[config.mk]
export PLATFORM = sky130hd
export DESIGN_NAME = hsv_to_rgb_led_dimmer_unit
export DESIGN_NICKNAME = d
export VERILOG_FILES = /design/src/sv/hsvled_pkg.sv /design/src/sv/hsvled_region.sv /design/src/sv/hsvled_levels.sv /design/src/sv/hsvled_dim.sv /design/src/sv/hsv_to_rgb_led_dimmer_unit.sv
export SDC_FILE = /design/constraint.sdc
export NUM_CORES = 1
export LEC_CHECK = 0
export ABC_CLOCK_PERIOD_IN_PS = 7990
export BUFFER_PORTS_ARGS = -buffer_cell sky130_fd_sc_hd__buf_2
export CORE_ASPECT_RATIO = 1.4
export CORE_MARGIN = 2
export CORE_UTILIZATION = 40
export DETAILED_ROUTE_END_ITERATION = 12
export HOLD_SLACK_MARGIN = 0.08
export SYNTH_ARGS = -nofsm -noshare
export SYNTH_HDL_FRONTEND = slang
export SYNTH_SLANG_ARGS = --single-unit
[constraint.sdc]
create_clock -name i_clk -period 7.99 [get_ports i_clk]
set_input_delay 1.1985 -clock i_clk [delete_from_list [all_inputs] [get_ports i_clk]]
set_output_delay 1.1985 -clock i_clk [all_outputs]
set_load 0.02 [all_outputs]
[src/sv/hsvled_pkg.sv]
// Shared types and constants for the HSV to RGB LED dimmer pipeline.
// No dependencies; used by every module of the block.
package hsvled_pkg;

    localparam int unsigned W_CH = 8;

    localparam logic [W_CH-1:0] FULL_SCALE = 8'd255;
    localparam logic [W_CH-1:0] REGION_SPAN = 8'd43;

    localparam logic [2:0] REGION_0 = 3'd0;
    localparam logic [2:0] REGION_1 = 3'd1;
    localparam logic [2:0] REGION_2 = 3'd2;
    localparam logic [2:0] REGION_3 = 3'd3;
    localparam logic [2:0] REGION_4 = 3'd4;
    localparam logic [2:0] REGION_5 = 3'd5;

    typedef struct packed {
        logic [2:0]      region;
        logic [W_CH-1:0] frac;
        logic [W_CH-1:0] sat;
        logic [W_CH-1:0] val;
        logic [W_CH-1:0] bright;
    } t_hue_word;

    typedef struct packed {
        logic [2:0]      region;
        logic [W_CH-1:0] val;
        logic [W_CH-1:0] bright;
        logic [W_CH-1:0] p;
        logic [W_CH-1:0] q;
        logic [W_CH-1:0] t;
    } t_level_word;

    typedef struct packed {
        logic [W_CH-1:0] red;
        logic [W_CH-1:0] green;
        logic [W_CH-1:0] blue;
    } t_rgb_word;

endpackage

[src/sv/hsvled_region.sv]
// Stage 1: hue region and in-region fraction.
// Depends on hsvled_pkg.
module hsvled_region (
    input  logic                  i_clk,
    input  logic                  i_rst_n,
    input  logic                  i_vld,
    output logic                  o_rdy,
    input  logic [7:0]            i_hue,
    input  logic [7:0]            i_sat,
    input  logic [7:0]            i_val,
    input  logic [7:0]            i_bright,
    output logic                  o_vld,
    input  logic                  i_rdy,
    output hsvled_pkg::t_hue_word o_word
);

    logic                  r_vld;
    hsvled_pkg::t_hue_word r_word;
    hsvled_pkg::t_hue_word n_word;
    logic [2:0]            region;
    logic [7:0]            base;
    logic [7:0]            rem;

    always_comb begin
        region = {2'b00, i_hue >= 8'd43} + {2'b00, i_hue >= 8'd86}
               + {2'b00, i_hue >= 8'd129} + {2'b00, i_hue >= 8'd172}
               + {2'b00, i_hue >= 8'd215};
        case (region)
            hsvled_pkg::REGION_0: base = 8'd0;
            hsvled_pkg::REGION_1: base = 8'd43;
            hsvled_pkg::REGION_2: base = 8'd86;
            hsvled_pkg::REGION_3: base = 8'd129;
            hsvled_pkg::REGION_4: base = 8'd172;
            default:              base = 8'd215;
        endcase
        rem           = i_hue - base;
        n_word.region = region;
        n_word.frac   = (rem << 2) + (rem << 1);
        n_word.sat    = i_sat;
        n_word.val    = i_val;
        n_word.bright = i_bright;
    end

    assign o_rdy  = !r_vld || i_rdy;
    assign o_vld  = r_vld;
    assign o_word = r_word;

    always_ff @(posedge i_clk) begin
        if (!i_rst_n) begin
            r_vld <= 1'b0;
        end else if (o_rdy) begin
            r_vld <= i_vld;
        end
    end

    always_ff @(posedge i_clk) begin
        if (o_rdy && i_vld) begin
            r_word <= n_word;
        end
    end

    a_region_range: assert property (@(posedge i_clk) disable iff (!i_rst_n)
        r_vld |-> (r_word.region <= hsvled_pkg::REGION_5 && r_word.frac <= 8'd252))
        else $error("region or fraction out of range");

endmodule

[src/sv/hsvled_levels.sv]
// Stages 2 and 3: p level and saturation terms, then q and t levels.
// Depends on hsvled_pkg.
module hsvled_levels (
    input  logic                    i_clk,
    input  logic                    i_rst_n,
    input  logic                    i_vld,
    output logic                    o_rdy,
    input  hsvled_pkg::t_hue_word   i_word,
    output logic                    o_vld,
    input  logic                    i_rdy,
    output hsvled_pkg::t_level_word o_word
);

    logic                    r_vld2;
    logic                    r_vld3;
    logic                    rdy2;
    logic                    rdy3;
    hsvled_pkg::t_level_word r_s2;
    hsvled_pkg::t_level_word n_s2;
    hsvled_pkg::t_level_word r_s3;
    hsvled_pkg::t_level_word n_s3;
    logic [15:0]             prod_p;
    logic [15:0]             prod_a;
    logic [15:0]             prod_b;
    logic [15:0]             prod_q;
    logic [15:0]             prod_t;

    // stage 2: q and t slots carry sat*frac and sat*(255-frac) terms
    always_comb begin
        prod_p        = i_word.val * (hsvled_pkg::FULL_SCALE - i_word.sat);
        prod_a        = i_word.sat * i_word.frac;
        prod_b        = i_word.sat * (hsvled_pkg::FULL_SCALE - i_word.frac);
        n_s2.region   = i_word.region;
        n_s2.val      = i_word.val;
        n_s2.bright   = i_word.bright;
        n_s2.p        = prod_p[15:8];
        n_s2.q        = prod_a[15:8];
        n_s2.t        = prod_b[15:8];
    end

    always_comb begin
        prod_q      = r_s2.val * (hsvled_pkg::FULL_SCALE - r_s2.q);
        prod_t      = r_s2.val * (hsvled_pkg::FULL_SCALE - r_s2.t);
        n_s3        = r_s2;
        n_s3.q      = prod_q[15:8];
        n_s3.t      = prod_t[15:8];
    end

    assign rdy3   = !r_vld3 || i_rdy;
    assign rdy2   = !r_vld2 || rdy3;
    assign o_rdy  = rdy2;
    assign o_vld  = r_vld3;
    assign o_word = r_s3;

    always_ff @(posedge i_clk) begin
        if (!i_rst_n) begin
            r_vld2 <= 1'b0;
            r_vld3 <= 1'b0;
        end else begin
            if (rdy2) begin
                r_vld2 <= i_vld;
            end
            if (rdy3) begin
                r_vld3 <= r_vld2;
            end
        end
    end

    always_ff @(posedge i_clk) begin
        if (rdy2 && i_vld) begin
            r_s2 <= n_s2;
        end
        if (rdy3 && r_vld2) begin
            r_s3 <= n_s3;
        end
    end

    a_levels_bound: assert property (@(posedge i_clk) disable iff (!i_rst_n)
        r_vld3 |-> (r_s3.p <= r_s3.val && r_s3.q <= r_s3.val && r_s3.t <= r_s3.val))
        else $error("level exceeds value");

    a_stall_hold: assert property (@(posedge i_clk) disable iff (!i_rst_n)
        (r_vld3 && !i_rdy) |=> (r_vld3 && $stable(r_s3)))
        else $error("stalled level word changed");

endmodule

[src/sv/hsvled_dim.sv]
// Stages 4 and 5: channel selection and brightness product, then /255 and inversion.
// Depends on hsvled_pkg.
module hsvled_dim (
    input  logic                    i_clk,
    input  logic                    i_rst_n,
    input  logic                    i_vld,
    output logic                    o_rdy,
    input  hsvled_pkg::t_level_word i_word,
    output logic                    o_vld,
    input  logic                    i_rdy,
    output hsvled_pkg::t_rgb_word   o_word
);

    logic                  r_vld4;
    logic                  r_vld5;
    logic                  rdy4;
    logic                  rdy5;
    logic [15:0]           r_prod_r;
    logic [15:0]           r_prod_g;
    logic [15:0]           r_prod_b;
    logic [15:0]           n_prod_r;
    logic [15:0]           n_prod_g;
    logic [15:0]           n_prod_b;
    logic [7:0]            red;
    logic [7:0]            green;
    logic [7:0]            blue;
    hsvled_pkg::t_rgb_word r_out;
    hsvled_pkg::t_rgb_word n_out;

    function automatic logic [7:0] div255(input logic [15:0] x);
        logic [16:0] sum;
        sum = {1'b0, x} + {9'b0, x[15:8]} + 17'd1;
        return sum[15:8];
    endfunction

    always_comb begin
        case (i_word.region)
            hsvled_pkg::REGION_0: begin
                red = i_word.val; green = i_word.t;   blue = i_word.p;
            end
            hsvled_pkg::REGION_1: begin
                red = i_word.q;   green = i_word.val; blue = i_word.p;
            end
            hsvled_pkg::REGION_2: begin
                red = i_word.p;   green = i_word.val; blue = i_word.t;
            end
            hsvled_pkg::REGION_3: begin
                red = i_word.p;   green = i_word.q;   blue = i_word.val;
            end
            hsvled_pkg::REGION_4: begin
                red = i_word.t;   green = i_word.p;   blue = i_word.val;
            end
            default: begin
                red = i_word.val; green = i_word.p;   blue = i_word.q;
            end
        endcase
        n_prod_r = red * i_word.bright;
        n_prod_g = green * i_word.bright;
        n_prod_b = blue * i_word.bright;
    end

    always_comb begin
        n_out.red   = hsvled_pkg::FULL_SCALE - div255(r_prod_r);
        n_out.green = hsvled_pkg::FULL_SCALE - div255(r_prod_g);
        n_out.blue  = hsvled_pkg::FULL_SCALE - div255(r_prod_b);
    end

    assign rdy5   = !r_vld5 || i_rdy;
    assign rdy4   = !r_vld4 || rdy5;
    assign o_rdy  = rdy4;
    assign o_vld  = r_vld5;
    assign o_word = r_out;

    always_ff @(posedge i_clk) begin
        if (!i_rst_n) begin
            r_vld4 <= 1'b0;
            r_vld5 <= 1'b0;
        end else begin
            if (rdy4) begin
                r_vld4 <= i_vld;
            end
            if (rdy5) begin
                r_vld5 <= r_vld4;
            end
        end
    end

    always_ff @(posedge i_clk) begin
        if (rdy4 && i_vld) begin
            r_prod_r <= n_prod_r;
            r_prod_g <= n_prod_g;
            r_prod_b <= n_prod_b;
        end
        if (rdy5 && r_vld4) begin
            r_out <= n_out;
        end
    end

    a_prod_range: assert property (@(posedge i_clk) disable iff (!i_rst_n)
        r_vld4 |-> (r_prod_r <= 16'd65025 && r_prod_g <= 16'd65025
                    && r_prod_b <= 16'd65025))
        else $error("brightness product out of range");

endmodule

[src/sv/hsv_to_rgb_led_dimmer_unit.sv]
// HSV to RGB LED dimmer: five register stages between accept and o_valid.
// Throughput one word per cycle while i_ready stays high; each stage advances when the next one is empty or moving.
// A stalled output word holds its stage and the stages behind it fill before o_ready drops.
// Synchronous active-low reset empties every stage; payload registers are not reset.
// Depends on hsvled_pkg, hsvled_region, hsvled_levels and hsvled_dim.
module hsv_to_rgb_led_dimmer_unit (
    input  logic       i_clk,
    input  logic       i_rst_n,
    input  logic       i_valid,
    output logic       o_ready,
    input  logic [7:0] i_hue,
    input  logic [7:0] i_saturation,
    input  logic [7:0] i_value,
    input  logic [7:0] i_brightness,
    output logic       o_valid,
    input  logic       i_ready,
    output logic [7:0] o_red_compare,
    output logic [7:0] o_green_compare,
    output logic [7:0] o_blue_compare
);

    logic                    vld1;
    logic                    rdy1;
    logic                    vld3;
    logic                    rdy3;
    hsvled_pkg::t_hue_word   word1;
    hsvled_pkg::t_level_word word3;
    hsvled_pkg::t_rgb_word   word5;

    hsvled_region u_region (
        .i_clk    (i_clk),
        .i_rst_n  (i_rst_n),
        .i_vld    (i_valid),
        .o_rdy    (o_ready),
        .i_hue    (i_hue),
        .i_sat    (i_saturation),
        .i_val    (i_value),
        .i_bright (i_brightness),
        .o_vld    (vld1),
        .i_rdy    (rdy1),
        .o_word   (word1)
    );

    hsvled_levels u_levels (
        .i_clk   (i_clk),
        .i_rst_n (i_rst_n),
        .i_vld   (vld1),
        .o_rdy   (rdy1),
        .i_word  (word1),
        .o_vld   (vld3),
        .i_rdy   (rdy3),
        .o_word  (word3)
    );

    hsvled_dim u_dim (
        .i_clk   (i_clk),
        .i_rst_n (i_rst_n),
        .i_vld   (vld3),
        .o_rdy   (rdy3),
        .i_word  (word3),
        .o_vld   (o_valid),
        .i_rdy   (i_ready),
        .o_word  (word5)
    );

    assign o_red_compare   = word5.red;
    assign o_green_compare = word5.green;
    assign o_blue_compare  = word5.blue;

    a_full_when_blocked: assert property (@(posedge i_clk) disable iff (!i_rst_n)
        !o_ready |-> (o_valid && vld1 && vld3 && !i_ready))
        else $error("input blocked with room in pipeline");

endmodule

Yosys cells after proc, flatten, opt, wreduce, memory -nomap -nowiden

Index checks and enable logic that the tools add are counted.

Bits in registers: 198
Input bits: 36
Output and inout port bits: 26
Logic and storage cells: 93

Add/subtract/negate cells: 19
Multipliers: 8
$lt $le $gt $ge: 5
Equal/unequal tests: 8
Mux-type cells: 4
Reduce and logical (&&, ||, !) cells: 21

Operators by type and width:

| kind                                                               | number |
|---|---|
| case mux 8 bit (3 select lines)                                    | 3 |
| multiplier 8 x 16 -> 16 bit                                        | 4 |
| multiplier 8 x 8 -> 16 bit                                         | 4 |
| adder 16 x 1 -> 16 bit (second input constant)                     | 3 |
| adder 16 x 8 -> 16 bit                                             | 3 |
| subtractor 8 x 8 -> 9 bit (first input constant)                   | 4 |
| case mux 7 bit (5 select lines)                                    | 1 |
| greater-or-equal comparator 8 bit (second input constant)          | 3 |
| subtractor 8 bit (first input constant)                            | 3 |
| == test 3 x 2 -> 1 bit (second input constant)                     | 4 |
| adder 3 x 1 -> 3 bit                                               | 3 |
| adder 8 bit                                                        | 1 |
| greater-or-equal comparator 8 x 6 -> 1 bit (second input constant) | 1 |
| greater-or-equal comparator 8 x 7 -> 1 bit (second input constant) | 1 |
| OR reduction 2 bit                                                 | 4 |
| subtractor 7 bit                                                   | 1 |
| == test 3 x 1 -> 1 bit (second input constant)                     | 2 |
| == test 3 bit (second input constant)                              | 2 |
| logical NOT 3 bit                                                  | 2 |
| logical AND 1 bit                                                  | 5 |
| logical NOT 1 bit                                                  | 5 |
| logical OR 1 bit                                                   | 5 |
| adder 1 x 1 -> 2 bit                                               | 1 |

Logic depth before layout (Yosys ltp)

Gate-level depths: netlist of run 1.

Depth after elaboration: 9
Depth in mapped cells: 24
Depth with buffers taken out: 24

Modules after synthesis

Synthesis of run 1 repeated with hierarchy kept, for this count alone.

Cells, all modules: 2449
Area total of the unflattened synthesis: 24830.1 um^2

Modules (own cells, without submodules):

| module        | times used | cells each | area each (um^2) | seq. area each (um^2) |
|---|---|---|---|---|
| hsvled_levels | 1          | 1235       | 12667.1          | 2622.5 |
| hsvled_dim    | 1          | 1086       | 10385.0          | 2202.1 |
| hsvled_region | 1          | 128        | 1778.0           | 1041.0 |

Worst setup path after synthesis of run 1

OpenSTA, ideal clock, no wires.

Kind: input port to flip-flop
From: input port i_hue[2]
To: register u_region.r_word, in the netlist u_region.o_word[31], data pin
Library setup time: 0.264 ns
Data arrival time: 5.653 ns
Required time: 7.726 ns
Setup slack: 2.073 ns
Stages on the path: 21
Path buffers: 0
Path through: a21o_1 a21oi_1 nor2b_1 or2_2 ha_1 inv_1 fa_1 inv_1 ha_1 fa_1 a21o_1 ha_1 fa_1 xnor2_1 ha_1 a21o_1 a21oi_1 o21bai_1 a21oi_1 xnor3_1 xor2_1

RTL lines:

| item                 | RTL line                         | source |
|---|---|---|
| start, declared      | hsv_to_rgb_led_dimmer_unit.sv:11 | `input logic [7:0] i_hue,` |
| end signal, assigned | hsvled_region.sv:58              | `r_word <= n_word;` |
| end, declared        | hsvled_region.sv:18              | `hsvled_pkg::t_hue_word r_word;` |

Final worst setup path of run 1

From: register u_levels.r_s3, in the netlist u_levels.o_word[41]
To: register u_dim.r_prod_r[15], data pin

Longest elaborated chain between the ends: 4
Elaborated cells between the ends (all ways): 7
Classes of those cells: mul: 1; eq/ne: 4; mux: 1; reduce/logical: 1

RTL lines:

| item                                | RTL line            | source |
|---|---|---|
| start, declared                     | hsvled_levels.sv:20 | `hsvled_pkg::t_level_word r_s3;` |
| start signal, assigned              | hsvled_levels.sv:74 | `r_s3 <= n_s3;` |
| == test 3 x 2 -> 1 bit              | hsvled_dim.sv:37    | `case (i_word.region)` |
| OR reduction 2 bit (no source line) | --                  |  |
| case mux 8 bit (3 select lines) *   | hsvled_dim.sv:37    |  |
| multiplier 8 x 8 -> 16 bit *        | hsvled_dim.sv:57    | `n_prod_r = red * i_word.bright;` |
| via u_dim.n_prod_r[15]              | hsvled_dim.sv:21    | `logic [15:0] n_prod_r;` |
| end signal, assigned                | hsvled_dim.sv:90    | `r_prod_r <= n_prod_r;` |
| end, declared                       | hsvled_dim.sv:18    | `logic [15:0] r_prod_r;` |

Mark *: on every way through the listed nets, which the timed path passes. The rest lies on a longest branch.
A chain may end at the register's enable or synchronous reset.

==> results of run 1 <==
## power by group through the flow
| stage | Combinational (mW) | Clock, mW | Sequential [mW] |
|---|---|---|---|
| global placement | 8.15 | 0 | 2.12 |
| global route | 9.64 | 0.947 | 2.12 |
| detailed placement | 8.36 | 0 | 2.12 |
| floorplan | 6.73 | 0 | 1.92 |
| CTS | 8.44 | 0.913 | 2.10 |
| finish | 8.26 | 0.878 | 2.10 |
## path summary, 6_finish.rpt
path | startpoint | endpoint | cells after the start
worst max register to register | u_levels.o_word[41] | u_dim.r_prod_r[15] | 19
worst max-delay path | u_levels.o_word[41] | u_dim.r_prod_r[15] | 19
worst min register to register | u_levels.n_s3[20] | u_levels.o_word[20] | 0
worst min-delay path | u_levels.n_s3[20] | u_levels.o_word[20] | 0
## critical path, cell delays in order, from the launching register on
cell,delay (ns)
edfxtp_1,0.36
buf_4,0.30
nor2_2,0.71
mux2i_1,0.18
a21oi_1,0.56
nand2_1,0.17
fa_1,0.59
inv_1,0.06
fa_1,0.50
fa_1,0.49
inv_1,0.05
fa_1,0.47
inv_1,0.04
ha_1,0.32
or3_1,0.39
o21ai_0,0.08
a21oi_1,0.08
a211oi_1,0.33
a21oi_1,0.14
xnor2_1,0.14
## metal layers
layer  GRT usage [%]  part of all wire (%)  vias up
met5               0                     0        -
met4            6.41                   2.7        0
met3            2.33                   2.3       84
met2            32.0                    55      220
met1            17.9                    40     7833
li1                -                     -     7638
## registers in the layout, indices dropped and copies added, names as in the netlist, 16 cells and up
signal           cells
u_levels.o_word     43
u_region.o_word     34
u_levels.n_s3       27
u_dim.o_word        24
u_dim.r_prod_b      16
u_dim.r_prod_g      16
u_dim.r_prod_r      16
u_levels.r_s2       16
## layout make-up
cell class	instances	share of cell area, %
Multi-Input combinational cell	1682	63.5
Sequential cell	197	22.9
Inverter	414	6.06
Tap cell	756	3.69
Clock buffer	18	1.67
Timing Repair Buffer	72	1.51
Clock inverter	14	0.673
## cell usage in the layout, fill, tap and decap left out, types with 36 or more instances in the layout
cell type / instances
inv_1: 414
ha_1: 308
fa_1: 281
edfxtp_1: 192
nand2_1: 148
nor2b_1: 137
nand2b_1: 133
and2_1: 124
nor2_1: 84
a21oi_1: 72
xnor2_1: 65
buf_2: 61
o21ai_0: 48
xor2_1: 36
## through the flow
stage          total power, mW  setup WS (ns)  hold WS [ns]  cells  util [%]
6_report                  11.2           1.78         0.420   3153      43.2
5_1_grt                   12.7           1.35         0.428   3153      43.2
4_1_cts                   11.5           1.75         0.419   3153      43.2
3_5_place_dp              10.5           1.61         0.405   3121      42.2
3_3_place_gp              10.3           1.70         0.402   3121      42.2
2_1_floorplan             8.65           2.07         0.400   2359         -
## cell families after synthesis
kind of cell	count (synthesis)	synth area share, %
adder cells (fa/ha/maj)	589	39.6
buffers and inverters	480	7.60
flip-flops	197	24.5
multiplexers	30	1.29
AND/OR/NAND/NOR	721	16.5
AO/OA/AOI/OAI	240	6.67
XOR/XNOR	102	3.79
==> results.md, run 1 <==
* Top cell type's share of synthesized area at 24.1%
* Initial DRT Pass Iterations at 6
* Combinational Power Share at 73.5%
* Clock transition at path regs at 0.08 ns
* Share of flip-flops with an asynchronous set or reset at 0%
* Cell taking the most area after synthesis: edfxtp_1
* Vias in the first global route at 17100
* Finish-stage setup viols at 0
* Routability cong. at 0.853
* EDFF count, synth at 192
* Crit path kind: flip-flop to flip-flop
* Max_slew headroom at 22.8%
* Wire per inst at 15.2 um
* Clk_skew at 0.0133 ns
* Number of diodes at 0
* Syn_nets at 2984
* Pin count of the biggest net entering global routing at 52
* Number of top-level pins at 62
* Post-CTS setup buffer count at 0
* Layout fillers at 5708
* FF+latch count, synth at 197
* PortBufs at 61
* Mapped Area at 23900 um^2
* Count leader, synth: inv_1
* First-pass GRT wire length at 82000 um
* DRC viols at 0
* Routed wire length at 47900 um
* Clock power frac at 7.8%
* Die area at 61800 um^2
* Type of destination of the critical path: flip-flop
* Clk_lat worst skew at 0.50 ns
* Hold Path Class: flip-flop to flip-flop
* Post-synthesis sequential area ratio at 24.5%
* Period utilisation layout at 77.7%
* Post-CTS Resized at 0
* Slew at the pin closest to its max-slew limit at 1.16 ns
* Peak VDD IR at 0.382 mV
* Post-Synthesis Cells at 2359
* Fin area at 25600 um^2
* Switching Power at 5.20 mW
* Vias at 15800
* RSZ-0062 raised after global routing: no
* Status: completed
* Tmin final at 6.21 ns
* Max FO, Critical Path at 51
* Pwr/cell area at 438 nW/um^2
* Leakage Power at 12.0 nW
* Area Growth Syn to Fin at 7.18%
* Crit path required time at 8.24 ns
* CTS H-tree lvls at 4
* CTS Buf Count at 17
* Die height at 293 um
* Setup TNS at 0 ns
* Vias per inst at 5.00
* Syn Area/Cell at 10.1 um^2
* Initial drt markers at 552
* Yosys warnings at 0
* Top cells by count, synth: inv_1 (414), ha_1 (308), fa_1 (281), edfxtp_1 (192), nand2_1 (148)
* Synth unique cells at 79
* Sequential share of power at 18.7%
* Fmax at 161 MHz
* Clk sinks at 197
* Fin. Hold Viols at 0
* Max-cap violations at 0
* Switch share at 46.3%
* Initial core utilization at 40.3%
* Share of cells above drive strength 1 at 5.63%
* Row count at 106
* R2R setup slack at 1.78 ns
* Initial antenna violation count at 0
* Antenna-violating nets left at 0
* Total track usage at 16.5%
* Top cells by area, synth: edfxtp_1 (24%), fa_1 (24%), ha_1 (16%)
* Clk buf depth at 2
* Chip width at 211 um
* Area of the multi-input gates at 16300 um^2
* CP startpoint kind: flip-flop
* Core box area at 59400 um^2
* Post-DP HPWL at 38500 um
* WP data arrival at 6.46 ns
* Internal power at 6.03 mW
* CTS tree: built
* Placement Cell Area at 25000 um^2
* Pins Over Slew Limit at 0
* Ys flop type: edfxtp_1
* Layout Nets at 3009
* Total grt overflow at 0
* Post-cts hold buffer count at 0
* Reg area at 5870 um^2
* Clock root buffer: clkbuf_16
Power figures use the tool's default switching activity.
==> inputs of run 2 (changes only) <==
- ABC_CLOCK_PERIOD_IN_PS: 7990 -> 6000
- clock period: 7.99 -> 6 ns (I/O delays scaled with it)
==> results.md, run 2 (same netlist as run 1, synthesis figures left out) <==
* Status: completed
* RR Startpoint: u_levels.o_word[41]
* Number of diodes at 0 (unchanged)
* PortBufs at 61 (unchanged)
* Slew at the pin closest to its max-slew limit at 1.09 ns (-0.0657 ns)
* Crit path kind: flip-flop to flip-flop
* Setup TNS at 0 ns (unchanged)
* Layout Nets at 3040 (+1.0%)
* Vias at 16000 (+1.3%)
* RSZ-0062 raised after global routing: no
* Post-CTS setup buffer count at 0 (unchanged)
* Total track usage at 16.5% (-0.032 points)
* Number of top-level pins at 62 (unchanged)
* CTS H-tree lvls at 4 (unchanged)
* Hold EP: u_levels.o_word[24]
* CTS tree: built
* Combinational Power Share at 74.2% (+0.7 points)
* Fmax at 175 MHz (+8.8%)
* Fin. Hold Viols at 0 (unchanged)
* WP depth at 19 (unchanged)
* DRC viols at 0 (unchanged)
* Layout fillers at 5639 (-1.2%)
* Chip width at 211 um (unchanged)
* Post-CTS Resized at 0 (unchanged)
* Clock transition at path regs at 0.09 ns (about the same)
* Hold slack at 0.415 ns (-0.00557 ns)
* Clk_lat worst skew at 0.50 ns (about the same)
* Wire per inst at 15.0 um (-1.0%)
* Vias in the first global route at 17500 (+2.4%)
* Slowest CP cell: edfxtp_1
* Switch share at 46.6% (+0.27 points)
* Max-cap violations at 0 (unchanged)
* Max FO, Critical Path at 16 (-69%)
* Post-DP HPWL at 38900 um (+1.2%)
* Clock power frac at 8.0% (+0.2 points)
* Initial antenna violation count at 0 (unchanged)
* CP startpoint kind: flip-flop
* Period utilisation layout at 95.2% (+17 points)
* Core box area at 59400 um^2 (unchanged)
* CP max stage delay at 0.60 ns (-0.11 ns)
* Switching Power at 7.08 mW (+36%)
* Most common cell after layout, fill and taps aside: inv_1
* Initial DRT Pass Iterations at 5 (-1)
* CTS Buf Count at 17 (unchanged)
* Peak VDD IR at 0.464 mV (+22%)
* Vias per inst at 5.02 (+0.30%)
* Die area at 61800 um^2 (unchanged)
* Post-cts hold buffer count at 0 (unchanged)
* Area Growth Syn to Fin at 8.40%
* Max_slew headroom at 27.0% (+4.2 points)
* Leading cell types in the layout, fill and taps excluded: inv_1 (414), ha_1 (308), fa_1 (281)
* Clk sinks at 197 (unchanged)
* FF-to-FF End: u_dim.r_prod_r[15]
* Fin area at 25900 um^2 (+1.1%)
* Routed wire length at 47900 um (about the same)
* Finish-stage setup viols at 0 (unchanged)
* FF-to-FF path depth at 19 (unchanged)
* Placement Cell Area at 25300 um^2 (+1.0%)
* Share of cells above drive strength 1 at 6.88% (+1.2 points)
* Crit path buffers/inverters at 4 (unchanged)
* Pins Over Slew Limit at 0 (unchanged)
* Internal power at 8.12 mW (+35%)
* Pwr/cell area at 586 nW/um^2 (+34%)
* Max reg flops at 43 (unchanged)
* Row count at 106 (unchanged)
* Total power at 15.2 mW (+35%)
* Hold depth at 0 (unchanged)
* Sequential share of power at 17.8% (-0.9 points)
* Hold Crit Start: u_levels.n_s3[24]
* Clock root buffer: clkbuf_16
* R2R setup slack at 0.29 ns (-1.49 ns)
* Antenna-violating nets left at 0 (unchanged)
* Crit path required time at 6.24 ns (-2.00 ns)
* Clk_skew at 0.0207 ns (+0.00741 ns)
* Total grt overflow at 0 (unchanged)
* Routability cong. at 0.832 (-2.5%)
* Pin count of the biggest net entering global routing at 50 (-3.8%)
* Initial drt markers at 590 (+6.9%)
* Type of destination of the critical path: flip-flop
* Cell chain of the critical path: nor2_2 -> buf_4 -> mux2i_1 -> a21oi_1 -> nand2_1 -> fa_1 -> inv_1 -> fa_1 -> fa_1 -> inv_1 -> fa_1 -> inv_1 -> ha_1 -> or3_1 -> o21ai_0 -> a21oi_1 -> a211oi_1 -> a21oi_1 -> xnor2_1
* CP top delay family: adder cells
* Die height at 293 um (unchanged)
* First-pass GRT wire length at 82400 um (+0.40%)
* WP data arrival at 5.96 ns (-0.50 ns)
* Initial core utilization at 40.3% (unchanged)
* Most common cell on crit path: fa_1
* Leakage Power at 12.2 nW (+1.5%)
* Hold Path Class: flip-flop to flip-flop
* Clk buf depth at 2 (unchanged)
* Tmin final at 5.71 ns (-0.500 ns)
==> run 2: area by class of cell <==
| class | count | area [um^2] | area share [%] |
|---|---|---|---|
| Multi-Input combinational cell | 1682 | 16300 | 62.8 |
| Sequential cell | 197 | 5870 | 22.6 |
| Inverter | 414 | 1550 | 5.99 |
| Tap cell | 756 | 946 | 3.65 |
| Timing Repair Buffer | 103 | 646 | 2.49 |
| Clock buffer | 17 | 425 | 1.64 |
| Clock inverter | 15 | 210 | 0.810 |
==> run 2: worst max path at each step <==
stage	from	to
floorplan	i_hue[2]	u_region.o_word[31]
global placement	i_hue[2]	u_region.o_word[31]
detailed placement	i_hue[2]	u_region.o_word[31]
CTS	u_levels.o_word[41]	u_dim.r_prod_r[15]
global route	u_levels.o_word[41]	u_dim.r_prod_r[15]
finish	u_levels.o_word[41]	u_dim.r_prod_r[15]
==> run 2: per-stage QoR <==
| step | util [%] | setup slack [ns] | std cells |
|---|---|---|---|
| after floorplan | - | 0.382 | 2359 |
| final | 43.7 | 0.288 | 3184 |
| after CTS | 43.7 | 0.276 | 3184 |
| after global routing | 43.7 | 0.000408 | 3184 |
| after global placement | 42.6 | 0.130 | 3152 |
| after detailed placement | 42.6 | 0.0253 | 3152 |
==> run 2: per-layer routing <==
| layer | wire, um | GRT usage (%) | vias to the layer above |
|---|---|---|---|
| met3 | 1070 | 2.19 | 85 |
| li1 | - | - | 7708 |
| met2 | 26200 | 32.0 | 197 |
| met1 | 19100 | 17.8 | 7988 |
| met5 | 0 | 0 | - |
| met4 | 1550 | 6.78 | 0 |
==> run 2: worst register-to-register path: stages, from the launching register on <==
cell,delay [ns]
edfxtp_1,0.60
nor2_2,0.15
buf_4,0.26
mux2i_1,0.12
a21oi_1,0.48
nand2_1,0.15
fa_1,0.55
inv_1,0.05
fa_1,0.48
fa_1,0.49
inv_1,0.05
fa_1,0.47
inv_1,0.04
ha_1,0.32
or3_1,0.37
o21ai_0,0.08
a21oi_1,0.08
a211oi_1,0.43
a21oi_1,0.15
xnor2_1,0.14
==> run 2: power groups by stage <==
stage / registers (mW) / clock network (mW) / logic [mW]
after floorplan: 2.56 / 0 / 8.96
after global placement: 2.73 / 0 / 11.1
after detailed placement: 2.73 / 0 / 11.4
after CTS: 2.70 / 1.26 / 11.5
after global routing: 2.73 / 1.31 / 13.1
final: 2.70 / 1.22 / 11.3
==> inputs of run 3 (changes only) <==
- SYNTH_HIERARCHICAL: unset -> 1
==> results.md, run 3 <==
* Status: completed
* Pin count of the biggest net entering global routing at 49 (-2.0%)
* Initial drt markers at 549 (-6.9%)
* Reg area at 5870 um^2 (unchanged)
* Period utilisation layout at 95.1% (about the same)
* Initial DRT Pass Iterations at 5 (unchanged)
* Post-synthesis compound-gate area fraction at 8.05% (+1.4 points)
* Die height at 299 um (+1.8%)
* Fin. Hold Viols at 0 (unchanged)
* FF-to-FF End: u_dim/r_prod_r[12]
* Crit path kind: flip-flop to flip-flop
* Max FO, Critical Path at 16 (unchanged)
* RSZ-0062 raised after global routing: no
* Layout fillers at 5887 (+4.4%)
* Fmax at 175 MHz (about the same)
* Vias per inst at 4.92 (-1.9%)
* Die area at 64100 um^2 (+3.7%)
* Area of the multi-input gates at 17100 um^2 (+5.1%)
* EDFF count, synth at 192 (unchanged)
* Syn Area/Cell at 10.1 um^2 (about the same)
* Post-Synthesis Cells at 2449 (+3.8%)
* Hold EP: u_levels/o_word[18]
* Initial antenna violation count at 0 (unchanged)
* FF+latch count, synth at 197 (unchanged)
* Max reg flops at 43 (unchanged)
* Chip width at 215 um (+1.8%)
* Setup ws final at 0.292 ns (+0.00367 ns)
* Clk_skew at 0.0180 ns (-0.00273 ns)
* Max-cap violations at 0 (unchanged)
* Routed wire length at 51800 um (+8.1%)
* Share of flip-flops with an asynchronous set or reset at 0% (unchanged)
* Wire per inst at 15.5 um (+2.9%)
* Top cells by area, synth: fa_1 (23%), edfxtp_1 (23%), ha_1 (16%)
* Top cell type's share of synthesized area at 23.5% (-0.63 points)
* WP data arrival at 5.96 ns (about the same)
* Total grt overflow at 0 (unchanged)
* Setup TNS at 0 ns (unchanged)
* Post-DP HPWL at 42000 um (+7.9%)
* Tmin final at 5.71 ns (-0.00367 ns)
* Hold depth at 0 (unchanged)
* Number of diodes at 0 (unchanged)
* DRC viols at 0 (unchanged)
* Leakage Power at 12.5 nW (+3.3%)
* Simple-Gate Fraction of Synth Area at 17.7% (+1.2 points)
* Crit path required time at 6.26 ns (+0.02 ns)
* Row count at 108 (+1.9%)
* Vias at 16500 (+3.0%)
* Main combinational cell family by area after synthesis: adder cells
* Leading cell types in the layout, fill and taps excluded: inv_1 (421), ha_1 (310), fa_1 (291)
* Count leader, synth: inv_1
* Vias in the first global route at 17700 (+0.91%)
* Yosys warnings at 6 (+6)
* Hold Path Class: flip-flop to flip-flop
* Mapped Area at 24800 um^2 (+3.8%)
* Layout Nets at 3143 (+3.4%)
* Post-cts hold buffer count at 0 (unchanged)
* Final core utilization at 43.6% (-0.072 points)
* Type of destination of the critical path: flip-flop
* CTS H-tree lvls at 4 (unchanged)
* FF-to-FF path depth at 18 (-1)
* CP startpoint kind: flip-flop
* Hold slack at 0.424 ns (+0.00907 ns)
* Total power at 15.8 mW (+3.8%)
* Synth Area in XOR/XNOR at 3.58% (-0.21 points)
* Clk_lat worst skew at 0.50 ns (about the same)
* CTS Buf Count at 17 (unchanged)
* Top cells by count, synth: inv_1 (421), ha_1 (310), fa_1 (291), nor2b_1 (240), edfxtp_1 (192)
* Clock root buffer: clkbuf_16
* Most common cell after layout, fill and taps aside: inv_1
* Ys flop type: edfxtp_1
* Total track usage at 16.9% (+0.40 points)
* RR Startpoint: u_levels/o_word[41]
* Synth unique cells at 83 (+5.1%)
* Peak VDD IR at 0.488 mV (+5.2%)
* Routability cong. at 0.944 (+13%)
* Share of cells above drive strength 1 at 7.58% (+0.70 points)
* Finish-stage setup viols at 0 (unchanged)
* Initial core utilization at 40.2% (-0.063 points)
* Antenna-violating nets left at 0 (unchanged)
* CTS tree: built
* Pins Over Slew Limit at 0 (unchanged)
* Post-Synth Adder-Cell Area at 39.1% (-0.53 points)
* Hold Crit Start: u_levels/n_s3[18]
* Number of top-level pins at 62 (unchanged)
* Clk buf depth at 2 (unchanged)
* Clk sinks at 197 (unchanged)
* Clock transition at path regs at 0.09 ns (about the same)
* R2R setup slack at 0.29 ns (about the same)
* Pwr/cell area at 586 nW/um^2 (about the same)
* PortBufs at 61 (unchanged)
* Core box area at 61800 um^2 (+3.9%)
* Syn_nets at 3086 (+3.4%)
* Post-synthesis sequential area ratio at 23.6% (-0.89 points)
* First-pass GRT wire length at 87100 um (+5.8%)
* Pre-CTS WS at 0.0951 ns (+0.0698 ns)
* Slew at the pin closest to its max-slew limit at 1.06 ns (-0.0378 ns)
* Max_slew headroom at 29.7% (+2.7 points)
* Post-synthesis mux area share at 0.363% (-0.93 points)
* Cell taking the most area after synthesis: fa_1
* Area Growth Syn to Fin at 8.40% (about the same)
run 3: how the worst max path moves through the flow:
stage	from	endpoint	slack [ns]	cells after the start
final	u_levels/o_word[41]	u_dim/r_prod_r[12]	0.29	18
after global routing	u_levels/o_word[40]	u_dim/r_prod_r[12]	0.04	19
after CTS	u_levels/o_word[41]	u_dim/r_prod_r[12]	0.1	18
after detailed placement	u_levels/o_word[40]	u_dim/r_prod_r[12]	0.1	19
after global placement	u_levels/o_word[40]	u_dim/r_prod_r[12]	0.28	19
after floorplan	u_levels/o_word[41]	u_dim/r_prod_b[13]	0.73	21
run 3: critical path, cell delays in order, from the launching register on:
cell and delay, ns:
edfxtp_1 0.52, nor2_4 0.14, and2_1 0.19, a2111oi_1 0.56, a31oi_2 0.17, and2_1 0.26
fa_1 0.48, fa_1 0.54, fa_1 0.56, inv_1 0.06, fa_1 0.52, inv_1 0.04
ha_1 0.22, or2_2 0.33, nor3_1 0.16, o21ai_0 0.16, a31o_2 0.27, a21oi_1 0.18
xnor2_1 0.09
run 3: area by class of cell:
cell class / instances / share of cell area [%]
repair buffers: 105 / 2.38
multi-input cells: 1764 / 63.6
well taps: 825 / 3.84
clock buffers: 17 / 1.58
flip-flops and latches: 197 / 21.8
clock inverters: 15 / 0.907
inverters: 421 / 5.87
run 3: power by group:
part           total [mW]  internal, mW  switching, mW
Clock                1.29         0.603          0.687
Combinational        11.7          5.28           6.41
Sequential           2.80          2.37          0.430
run 3: repair_timing:
action	CTS	global route
setup endpoints to repair	0	8
setup buffers	0	3
resized for setup	0	7
run 3: cells by family after synthesis:
family	after synthesis
AO/OA/AOI/OAI	281
flip-flops	197
XOR/XNOR	99
buffers and inverters	488
multiplexers	9
other	1
AND/OR/NAND/NOR	773
adder cells (fa/ha/maj)	601
run 3: routing by layer:
layer  track usage [%]  share of wire (%)  routed length (um)  vias to the layer above
met1              18.3                 40               20500                     8124
met3              2.45                2.0                1040                       92
met4              6.51                3.1                1610                        0
li1                  -                  -                   -                     8040
met5                 0                  0                   0                        -
met2              32.8                 55               28600                      204
run 3: through the flow:
stage	std cells	cell area [um^2]
global route	3344	26900
finish	3344	26900
floorplan	2449	24800
detailed placement	3309	26200
CTS	3341	26900
global placement	3309	26200
